### src/design/maf_pkg.sv
// moving average filter: shared types and constants
// used by the interfaces, front, back and top level
package maf_pkg;

  localparam int SampleW = 16;
  localparam int CountW = 7;
  localparam int CfgIdxW = 1;
  localparam int CfgDataW = 7;

  typedef enum logic [0:0] {
    OP_SAMPLE = 1'b0,
    OP_CLEAR  = 1'b1
  } op_t;

  typedef enum logic [0:0] {
    REG_WINDOW = 1'b0,
    REG_RECENT = 1'b1
  } reg_idx_t;

  typedef struct packed {
    logic                       clear;
    logic signed [SampleW-1:0]  sample;
  } cmd_t;

  typedef enum logic [2:0] {
    ST_IDLE,
    ST_SUM,
    ST_DIV_AVG,
    ST_DIV_REC,
    ST_OUT
  } back_state_t;

endpackage

### src/design/maf_if.sv
// moving average filter: handshake channel interfaces
// depends on maf_pkg
interface maf_in_if import maf_pkg::*; ();
  logic               valid;
  logic               ready;
  logic [0:0]         op;
  logic signed [15:0] sample;
  modport source (output valid, op, sample, input ready);
  modport sink (input valid, op, sample, output ready);
endinterface

interface maf_out_if import maf_pkg::*; ();
  logic               valid;
  logic               ready;
  logic signed [15:0] average;
  logic signed [15:0] recent_average;
  logic [6:0]         held_count;
  modport source (output valid, average, recent_average, held_count, input ready);
  modport sink (input valid, average, recent_average, held_count, output ready);
endinterface

interface maf_cfg_if import maf_pkg::*; ();
  logic               valid;
  logic               ready;
  logic [0:0]         index;
  logic [6:0]         data;
  modport source (output valid, index, data, input ready);
  modport sink (input valid, index, data, output ready);
endinterface

### src/design/maf_front.sv
// moving average filter: front end, classifies words into a two-entry queue
// depends on maf_pkg
module maf_front import maf_pkg::*; (
  input  logic  clk,
  input  logic  rst,
  maf_in_if.sink in_ch,
  output cmd_t  cmd,
  output logic  cmd_valid,
  input  logic  cmd_ready
);
  cmd_t       q [2];
  logic [1:0] count;
  logic       rd_ptr;
  logic       wr_ptr;
  logic       push;
  logic       pop;

  assign in_ch.ready = (count != 2'd2);
  assign push = in_ch.valid && in_ch.ready;
  assign cmd_valid = (count != 2'd0);
  assign pop = cmd_valid && cmd_ready;
  assign cmd = q[rd_ptr];

  always_ff @(posedge clk) begin
    if (push) begin
      q[wr_ptr].clear <= (op_t'(in_ch.op) == OP_CLEAR);
      q[wr_ptr].sample <= in_ch.sample;
    end
    if (rst) begin
      count <= '0;
      rd_ptr <= 1'b0;
      wr_ptr <= 1'b0;
    end else begin
      if (push) wr_ptr <= ~wr_ptr;
      if (pop) rd_ptr <= ~rd_ptr;
      count <= count + {1'b0, push} - {1'b0, pop};
    end
  end

  a_no_overflow: assert property (@(posedge clk) disable iff (rst)
    count == 2'd2 |-> !in_ch.ready) else $error("queue overflow");
  a_count_range: assert property (@(posedge clk) disable iff (rst)
    count <= 2'd2) else $error("queue count");
  a_empty_no_valid: assert property (@(posedge clk) disable iff (rst)
    count == 2'd0 |-> !cmd_valid) else $error("empty queue valid");
endmodule

### src/design/maf_back.sv
// moving average filter: back end, ring memory, serial sum and serial divides
// depends on maf_pkg
module maf_back import maf_pkg::*; #(
  parameter int MaxWindow = 64
) (
  input  logic  clk,
  input  logic  rst,
  input  cmd_t  cmd,
  input  logic  cmd_valid,
  output logic  cmd_ready,
  maf_cfg_if.sink cfg_ch,
  maf_out_if.source out_ch
);
  localparam int AW = (MaxWindow > 1) ? $clog2(MaxWindow) : 1;
  localparam int CW = $clog2(MaxWindow + 1) > CountW ? $clog2(MaxWindow + 1) : CountW;
  localparam int SW = SampleW + CW;
  localparam int DSTEPS = SW;
  localparam int DCW = $clog2(DSTEPS + 1);

  logic signed [SampleW-1:0] ring [MaxWindow];
  logic [CW-1:0]             win_reg;
  logic [CountW-1:0]         recent_reg;
  logic [CW-1:0]             fill;
  logic [AW-1:0]             slot;
  logic signed [SW-1:0]      sum;
  back_state_t               state, state_next;

  logic [CW-1:0]             win;
  logic [CW-1:0]             recent_w;
  logic                      rec_ok;
  logic [AW-1:0]             wr_slot;
  logic [AW-1:0]             rd_addr;
  logic [AW-1:0]             rd_idx;
  logic signed [SampleW-1:0] rd_data;
  logic [CW-1:0]             n_left;
  logic signed [SW-1:0]      acc;
  logic [SW-1:0]             quo, rem;
  logic [DCW-1:0]            dstep;
  logic                      dneg;
  logic [CW-1:0]             divisor;
  logic [SW:0]               trial;
  logic signed [SampleW-1:0] avg_r, rec_r;
  logic [CountW-1:0]         held_r;
  logic                      out_valid;
  logic                      rd_pending;

  assign win = (win_reg == '0) ? CW'(1) : (win_reg > CW'(MaxWindow)) ? CW'(MaxWindow) : win_reg;
  assign recent_w = CW'(recent_reg);
  assign rec_ok = (recent_w != '0) && (recent_w <= win) && (recent_w <= fill);
  assign cfg_ch.ready = 1'b1;
  assign cmd_ready = (state == ST_IDLE) && !out_valid;

  // slot the next sample goes to; while idle the memory keeps its old word read out
  assign wr_slot = (CW'(slot) >= win) ? '0 : slot;
  assign rd_addr = (state == ST_IDLE) ? wr_slot : rd_idx;

  always_comb begin
    state_next = state;
    unique case (state)
      ST_IDLE:    if (cmd_valid && cmd_ready) state_next = cmd.clear ? ST_OUT : ST_DIV_AVG;
      ST_DIV_AVG: if (dstep == DCW'(DSTEPS)) state_next = rec_ok ? ST_SUM : ST_OUT;
      ST_SUM:     if (n_left == '0 && !rd_pending) state_next = ST_DIV_REC;
      ST_DIV_REC: if (dstep == DCW'(DSTEPS)) state_next = ST_OUT;
      ST_OUT:     state_next = ST_IDLE;
      default:    state_next = ST_IDLE;
    endcase
  end

  assign trial = {rem[SW-2:0], quo[SW-1]} - {{(SW+1-CW){1'b0}}, divisor};

  always_ff @(posedge clk) begin
    rd_data <= ring[rd_addr];
  end

  always_ff @(posedge clk) begin
    if (rst) begin
      state <= ST_IDLE;
      win_reg <= CW'(64);
      recent_reg <= CountW'(1);
      fill <= '0;
      slot <= '0;
      sum <= '0;
      out_valid <= 1'b0;
      rd_pending <= 1'b0;
    end else begin
      state <= state_next;
      if (out_valid && out_ch.ready) out_valid <= 1'b0;
      if (cfg_ch.valid) begin
        unique case (reg_idx_t'(cfg_ch.index))
          REG_WINDOW: begin
            win_reg <= CW'(cfg_ch.data);
            fill <= '0;
            slot <= '0;
            sum <= '0;
          end
          REG_RECENT: recent_reg <= cfg_ch.data;
          default: ;
        endcase
      end
      unique case (state)
        ST_IDLE: if (cmd_valid && cmd_ready) begin
          if (cmd.clear) begin
            fill <= '0;
            slot <= '0;
            sum <= '0;
            avg_r <= '0;
            rec_r <= '0;
            held_r <= '0;
          end else begin
            ring[wr_slot] <= cmd.sample;
            if (fill < win) begin
              sum <= sum + SW'(cmd.sample);
              fill <= fill + 1'b1;
              divisor <= fill + 1'b1;
              quo <= (sum + SW'(cmd.sample)) < 0 ? -(sum + SW'(cmd.sample))
                                                 : sum + SW'(cmd.sample);
              dneg <= (sum + SW'(cmd.sample)) < 0;
            end else begin
              sum <= sum - SW'(rd_data) + SW'(cmd.sample);
              divisor <= fill;
              quo <= (sum - SW'(rd_data) + SW'(cmd.sample)) < 0
                     ? -(sum - SW'(rd_data) + SW'(cmd.sample))
                     : sum - SW'(rd_data) + SW'(cmd.sample);
              dneg <= (sum - SW'(rd_data) + SW'(cmd.sample)) < 0;
            end
            slot <= (CW'(wr_slot) + 1'b1 >= win) ? '0 : wr_slot + 1'b1;
            rd_idx <= wr_slot;
            rem <= '0;
            dstep <= '0;
          end
        end
        ST_DIV_AVG: begin
          if (dstep == DCW'(DSTEPS)) begin
            avg_r <= SampleW'(dneg ? -quo : quo);
            held_r <= CountW'(fill);
            rec_r <= '0;
            acc <= '0;
            n_left <= recent_w;
            rd_pending <= 1'b0;
          end else begin
            if (!trial[SW]) rem <= trial[SW-1:0];
            else rem <= {rem[SW-2:0], quo[SW-1]};
            quo <= {quo[SW-2:0], !trial[SW]};
            dstep <= dstep + 1'b1;
          end
        end
        ST_SUM: begin
          if (rd_pending) acc <= acc + SW'(rd_data);
          if (n_left != '0) begin
            rd_pending <= 1'b1;
            n_left <= n_left - 1'b1;
            rd_idx <= (rd_idx == '0) ? AW'(win - 1'b1) : rd_idx - 1'b1;
          end else if (rd_pending) begin
            rd_pending <= 1'b0;
            quo <= (acc + SW'(rd_data)) < 0 ? -(acc + SW'(rd_data)) : acc + SW'(rd_data);
            dneg <= (acc + SW'(rd_data)) < 0;
            divisor <= recent_w;
            rem <= '0;
            dstep <= '0;
          end
        end
        ST_DIV_REC: begin
          if (dstep == DCW'(DSTEPS)) begin
            rec_r <= SampleW'(dneg ? -quo : quo);
          end else begin
            if (!trial[SW]) rem <= trial[SW-1:0];
            else rem <= {rem[SW-2:0], quo[SW-1]};
            quo <= {quo[SW-2:0], !trial[SW]};
            dstep <= dstep + 1'b1;
          end
        end
        ST_OUT: out_valid <= 1'b1;
        default: ;
      endcase
    end
  end

  assign out_ch.valid = out_valid;
  assign out_ch.average = avg_r;
  assign out_ch.recent_average = rec_r;
  assign out_ch.held_count = held_r;

  a_fill_le_win: assert property (@(posedge clk) disable iff (rst)
    fill <= CW'(MaxWindow)) else $error("fill above max");
  a_busy_no_take: assert property (@(posedge clk) disable iff (rst)
    state != ST_IDLE |-> !cmd_ready) else $error("accept while busy");
  a_out_hold: assert property (@(posedge clk) disable iff (rst)
    out_valid && !out_ch.ready |=> out_valid) else $error("result dropped");
endmodule

### src/design/moving_average_filter_unit.sv
// Moving average filter over the newest window_length signed 16-bit samples.
// A sample word runs a 23-step restoring divide for the average and, when the
// recent average is valid, a one-entry-per-cycle walk of the ring memory for
// the recent sum and a second 23-step restoring divide; a clear word runs
// neither. The back end takes a new word only when idle and its result is taken.
// A two-word queue decouples input from the worker. Depends on maf_pkg, maf_if.
module moving_average_filter_unit import maf_pkg::*; #(
  parameter int MaxWindow = 64
) (
  input logic clk,
  input logic rst,
  maf_in_if.sink in_ch,
  maf_cfg_if.sink cfg_ch,
  maf_out_if.source out_ch
);
  cmd_t cmd;
  logic cmd_valid;
  logic cmd_ready;

  maf_front u_front (
    .clk(clk), .rst(rst), .in_ch(in_ch),
    .cmd(cmd), .cmd_valid(cmd_valid), .cmd_ready(cmd_ready)
  );

  maf_back #(.MaxWindow(MaxWindow)) u_back (
    .clk(clk), .rst(rst), .cmd(cmd), .cmd_valid(cmd_valid),
    .cmd_ready(cmd_ready), .cfg_ch(cfg_ch), .out_ch(out_ch)
  );
endmodule

### src/flat_wrapper.sv
// flat-port wrapper written by rule: the top's interface ports become plain ports
module moving_average_filter_unit_flat import maf_pkg::*;
#(
  parameter int MaxWindow = 64
)
  (clk, rst, in_ch_valid, in_ch_op, in_ch_sample, in_ch_ready, cfg_ch_valid, cfg_ch_index, cfg_ch_data, cfg_ch_ready, out_ch_valid, out_ch_average, out_ch_recent_average, out_ch_held_count, out_ch_ready);
  maf_in_if in_ch_i ();
  maf_cfg_if cfg_ch_i ();
  maf_out_if out_ch_i ();
  input logic clk;
  input logic rst;
  input wire logic [$bits(in_ch_i.valid)-1:0] in_ch_valid;
  input wire logic [$bits(in_ch_i.op)-1:0] in_ch_op;
  input wire logic [$bits(in_ch_i.sample)-1:0] in_ch_sample;
  output wire logic [$bits(in_ch_i.ready)-1:0] in_ch_ready;
  input wire logic [$bits(cfg_ch_i.valid)-1:0] cfg_ch_valid;
  input wire logic [$bits(cfg_ch_i.index)-1:0] cfg_ch_index;
  input wire logic [$bits(cfg_ch_i.data)-1:0] cfg_ch_data;
  output wire logic [$bits(cfg_ch_i.ready)-1:0] cfg_ch_ready;
  output wire logic [$bits(out_ch_i.valid)-1:0] out_ch_valid;
  output wire logic [$bits(out_ch_i.average)-1:0] out_ch_average;
  output wire logic [$bits(out_ch_i.recent_average)-1:0] out_ch_recent_average;
  output wire logic [$bits(out_ch_i.held_count)-1:0] out_ch_held_count;
  input wire logic [$bits(out_ch_i.ready)-1:0] out_ch_ready;
  assign in_ch_i.valid = in_ch_valid;
  assign in_ch_i.op = in_ch_op;
  assign in_ch_i.sample = in_ch_sample;
  assign in_ch_ready = in_ch_i.ready;
  assign cfg_ch_i.valid = cfg_ch_valid;
  assign cfg_ch_i.index = cfg_ch_index;
  assign cfg_ch_i.data = cfg_ch_data;
  assign cfg_ch_ready = cfg_ch_i.ready;
  assign out_ch_valid = out_ch_i.valid;
  assign out_ch_average = out_ch_i.average;
  assign out_ch_recent_average = out_ch_i.recent_average;
  assign out_ch_held_count = out_ch_i.held_count;
  assign out_ch_i.ready = out_ch_ready;
  moving_average_filter_unit #(.MaxWindow(MaxWindow)) u_core (.clk(clk), .rst(rst), .in_ch(in_ch_i), .cfg_ch(cfg_ch_i), .out_ch(out_ch_i));
endmodule
### config.mk
export PLATFORM = sky130hd
export DESIGN_NAME = moving_average_filter_unit_flat
export DESIGN_NICKNAME = d
export VERILOG_FILES = /design/src/design/maf_pkg.sv /design/src/design/maf_if.sv /design/src/design/maf_front.sv /design/src/design/maf_back.sv /design/src/design/moving_average_filter_unit.sv /design/src/flat_wrapper.sv
export SDC_FILE = /design/constraint.sdc
export NUM_CORES = 2
export LEC_CHECK = 0
export BUFFER_PORTS_ARGS = -buffer_cell sky130_fd_sc_hd__buf_2
export CORE_ASPECT_RATIO = 0.9
export CORE_MARGIN = 1
export CORE_UTILIZATION = 45
export CTS_CLUSTER_DIAMETER = 200
export CTS_CLUSTER_SIZE = 30
export DETAILED_ROUTE_END_ITERATION = 16
export GPL_TIMING_DRIVEN = 0
export PLACE_DENSITY = 0.69
export SYNTH_ARGS = -nofsm -noshare
export SYNTH_HDL_FRONTEND = slang
export SYNTH_SLANG_ARGS = --single-unit
### constraint.sdc
create_clock -name clk -period 11.5 [get_ports clk]
set_input_delay 0.575 -clock clk [delete_from_list [all_inputs] [get_ports clk]]
set_output_delay 0.575 -clock clk [all_outputs]
set_load 0.01 [all_outputs]
==> impl_metrics.json <==
{
  "yosysUniqueCellTypes": 93,
  "start_util_pct": 45.3,
  "io-pin-count": 72,
  "synth_top_cell_area_share_pct": 62.2,
  "totalWireLength_mm": 161,
  "post_synth_instance_area_um2": 57500,
  "setup_viol_count_final": 0,
  "antenna_found_initial": 5,
  "post_route_fraction_of_the_period_consumed_by_the_critical_path_pct": 56.8,
  "leakage_nw": 20.3,
  "crit_arrival_ns": 6.92,
  "clock-root-buffer": "sky130_fd_sc_hd__clkbuf_16",
  "grt_use_total_pct": 24.7,
  "chipWidth_um": 379,
  "net_count_final": 4446,
  "remaining_drc_errors": 0,
  "timing.clock.skew_ns": 0.0606,
  "dp.final_hpwl_mm": 117,
  "cts_setup_buffers": 0,
  "worstSkewPairLatency_ns": 0.73,
  "routed_via_density": 6.16,
  "first_global_vias": 34500,
  "holdPathStages": 1,
  "hold_class": "input port to register",
  "path_clk_slew_ns": 0.14,
  "fp.coreArea_um2": 127000,
  "htree_levels": 2,
  "fp-row-count": 124,
  "path_class": "register to register",
  "cts_num_sinks": 1267,
  "grt_start_max_net_pins": 65,
  "power_switching_w": 0.00680,
  "crit_path_start_kind": "register",
  "finalSetupTns_ns": 0,
  "worst_setup_path_end_kind": "register",
  "synthesis.area_per_instance_um2": 14.1,
  "clockBufferDepth": 3,
  "synth_cells": 4083,
  "postSynth.topFlopCell": "sky130_fd_sc_hd__edfxtp_1",
  "worstPathRequired_ns": 11.88,
  "post-place-ws_ns": 5.02,
  "place.port_buffers": 67,
  "clock_power_share_pct": 14.0,
  "share_comb_of_total_power_pct": 48.8,
  "die_y_um": 341,
  "cp_max_fo": 10,
  "gp_congestion": 0.967,
  "timing.slew.headroom_pct": -0.663,
  "final_core_utilization_pct": 49.4,
  "grt_first_pass_wirelength_mm": 233,
  "post_synth_most_frequent_cells": "1191 x sky130_fd_sc_hd__edfxtp_1, 324 x sky130_fd_sc_hd__nand2_1, 282 x sky130_fd_sc_hd__nor2_1",
  "holdBufCountCts": 0,
  "groute.layer.met3.usage_pct": 5.76,
  "cts_tree": "done",
  "cellPowerDensity_nw_per_um2": 254,
  "tritoncts.num_buffers": 48,
  "cts.repair.resized": 0,
  "postRouteAntennaNets": 0,
  "max_clock_freq_mhz": 153,
  "vias": 37000,
  "worst_ir_drop_vdd_uv": 159,
  "yosysTopAreaCell": "sky130_fd_sc_hd__edfxtp_1",
  "dpl.cell_count": 5917,
  "seq_power_share_pct": 37.2,
  "maxCapViolations": 1,
  "design_internal_power_w": 0.00911,
  "timing.reg2reg.worst_path_depth": 16,
  "detail_route.wl_per_cell_um": 26.9,
  "firstDrtPassIters": 6,
  "area_delta_synth_final_pct": 8.99,
  "final_layout_size_suffix_gt1_share_pct": 12.1,
  "m1_gr_usage_pct": 36.2,
  "worstMarginPinSlew_ns": 1.50,
  "nFillCells": 10800,
  "finalCriticalPeriod_ns": 6.53,
  "asyncSetResetFlopFracSynth_pct": 0,
  "syn_nets": 4262,
  "setup.reg_to_reg.worst_slack_ns": 4.97,
  "max_reg_flops": 1024,
  "power.switching_fraction_pct": 42.8,
  "synth_seq_cells": 1267,
  "register_containing_the_most_flip_flops_in_the_final_layout": "u_core.u_back.ring",
  "worst_hold_slack_ns": 0.0423,
  "finalHoldViolations": 0,
  "reg_top3": "u_core.u_back.ring x1024, u_core.u_front.q x34",
  "total_area_of_multi_input_combinational_cells_um2": 19000,
  "final-max-slew-violation-count": 1,
  "run_status": "finished, violations left",
  "final-seq-area_um2": 37300,
  "share_of_synthesized_area_occupied_by_flip_flops_and_latches_pct": 64.8,
  "yosysWarningCount": 0,
  "drt_iter0_markers": 5089,
  "synthTopCellsByArea": "sky130_fd_sc_hd__edfxtp_1 62%, sky130_fd_sc_hd__mux4_2 6.2%, sky130_fd_sc_hd__ha_1 2.7%",
  "gr-usage-met2_pct": 36.2,
  "grt_remaining_overflow": 0,
  "finalNonFillerCells": 6007,
  "synth-edff-count": 1191,
  "grt.busiest_layer": "met1",
  "setup_slack_ns": 4.97,
  "grt_setup_unrepaired": "false",
  "yosysMostFrequentCell": "sky130_fd_sc_hd__edfxtp_1",
  "violations": "max-capacitance violations, max-slew violations",
  "dieArea_um2": 129000
}
metal layers:
| layer | part of all wire, % | up-vias |
|---|---|---|
| li1 | - | 16200 |
| met2 | 43 | 2092 |
| met5 | 0 | - |
| met4 | 3.4 | 0 |
| met3 | 12 | 269 |
| met1 | 42 | 18500 |
layout make-up:
type	instances	share of cell area, %
inverters	150	0.898
clock buffers	82	2.12
repair buffers	134	2.24
diodes	2	0.00798
flip-flops and latches	1267	59.5
well taps	1701	3.40
multi-input cells	2452	30.3
plain buffers	214	1.38
clock inverters	5	0.180
power groups by stage:
stage	registers [W]	clock network, W	logic (W)
6_report	0.00592	0.00222	0.00777
5_1_grt	0.00594	0.00238	0.00832
4_1_cts	0.00591	0.00224	0.00760
3_5_place_dp	0.00601	0	0.00757
3_3_place_gp	0.00608	0	0.00732
2_1_floorplan	0.00594	0	0.00502
cells by family after synthesis:
kind of cell	count (synthesis)	share of synthesized area (%)
buf+inv	364	2.48
flops	1267	64.8
other cells	1	0.00652
fa+ha+maj	149	3.58
xor+xnor	129	1.96
compound gates	829	9.77
mux	301	8.71
simple gates	1043	8.66
worst max-delay path: stages, from the launching register on:
cell and delay (ns):
sky130_fd_sc_hd__dfxtp_1 0.33, sky130_fd_sc_hd__clkbuf_1 0.44, sky130_fd_sc_hd__clkbuf_1 0.63, sky130_fd_sc_hd__mux2i_1 0.64, sky130_fd_sc_hd__fa_1 0.52, sky130_fd_sc_hd__inv_1 0.11
sky130_fd_sc_hd__ha_1 0.26, sky130_fd_sc_hd__a211oi_1 0.46, sky130_fd_sc_hd__o21ai_1 0.25, sky130_fd_sc_hd__a31o_2 0.26, sky130_fd_sc_hd__xnor2_1 0.54, sky130_fd_sc_hd__nand3_1 0.25
sky130_fd_sc_hd__nor4_2 0.60, sky130_fd_sc_hd__nor4b_1 0.37, sky130_fd_sc_hd__mux2i_1 0.14, sky130_fd_sc_hd__o21ai_1 0.17, sky130_fd_sc_hd__nand4_1 0.20
placed cells by master (no fill, tap or decap), drive strengths merged, types with 22 or more instances in the layout:
cell and instances:
edfxtp 1191, buf 208, xor2 62, o211ai 22, nor4 39, nand2 324
nor2b 41, dfxtp 76, a21oi 227, mux2i 136, inv 150, nand2b 26
nand3 88, mux4 159, and2 29, xnor2 67, a221oi 102, a21o 32
nor3 47, or3 22, nor2 282, o21ai 131, clkbuf 222, a31oi 46
and3 35, a22oi 60, o21a 22, nand4 40, ha 123, fa 26
through the flow:
step	total power [W]	cell area [um^2]
detailed placement	0.0136	61200
global route	0.0166	62700
CTS	0.0157	62700
finish	0.0159	62700
floorplan	0.0110	57500
global placement	0.0134	60000
worst paths after layout:
path	startpoint	endpoint
max	register	u_core.u_back.quo[22]$_DFFE_PP_
min	in_ch_sample[0]	u_core.u_front.q[0][0]$_DFFE_PP_
max reg2reg	register	u_core.u_back.quo[22]$_DFFE_PP_
min reg2reg	u_core.u_back.win_reg[0]$_SDFFE_PP0P_	u_core.u_back.win_reg[0]$_SDFFE_PP0P_
Note: power is estimated with default switching activity, not from simulation.
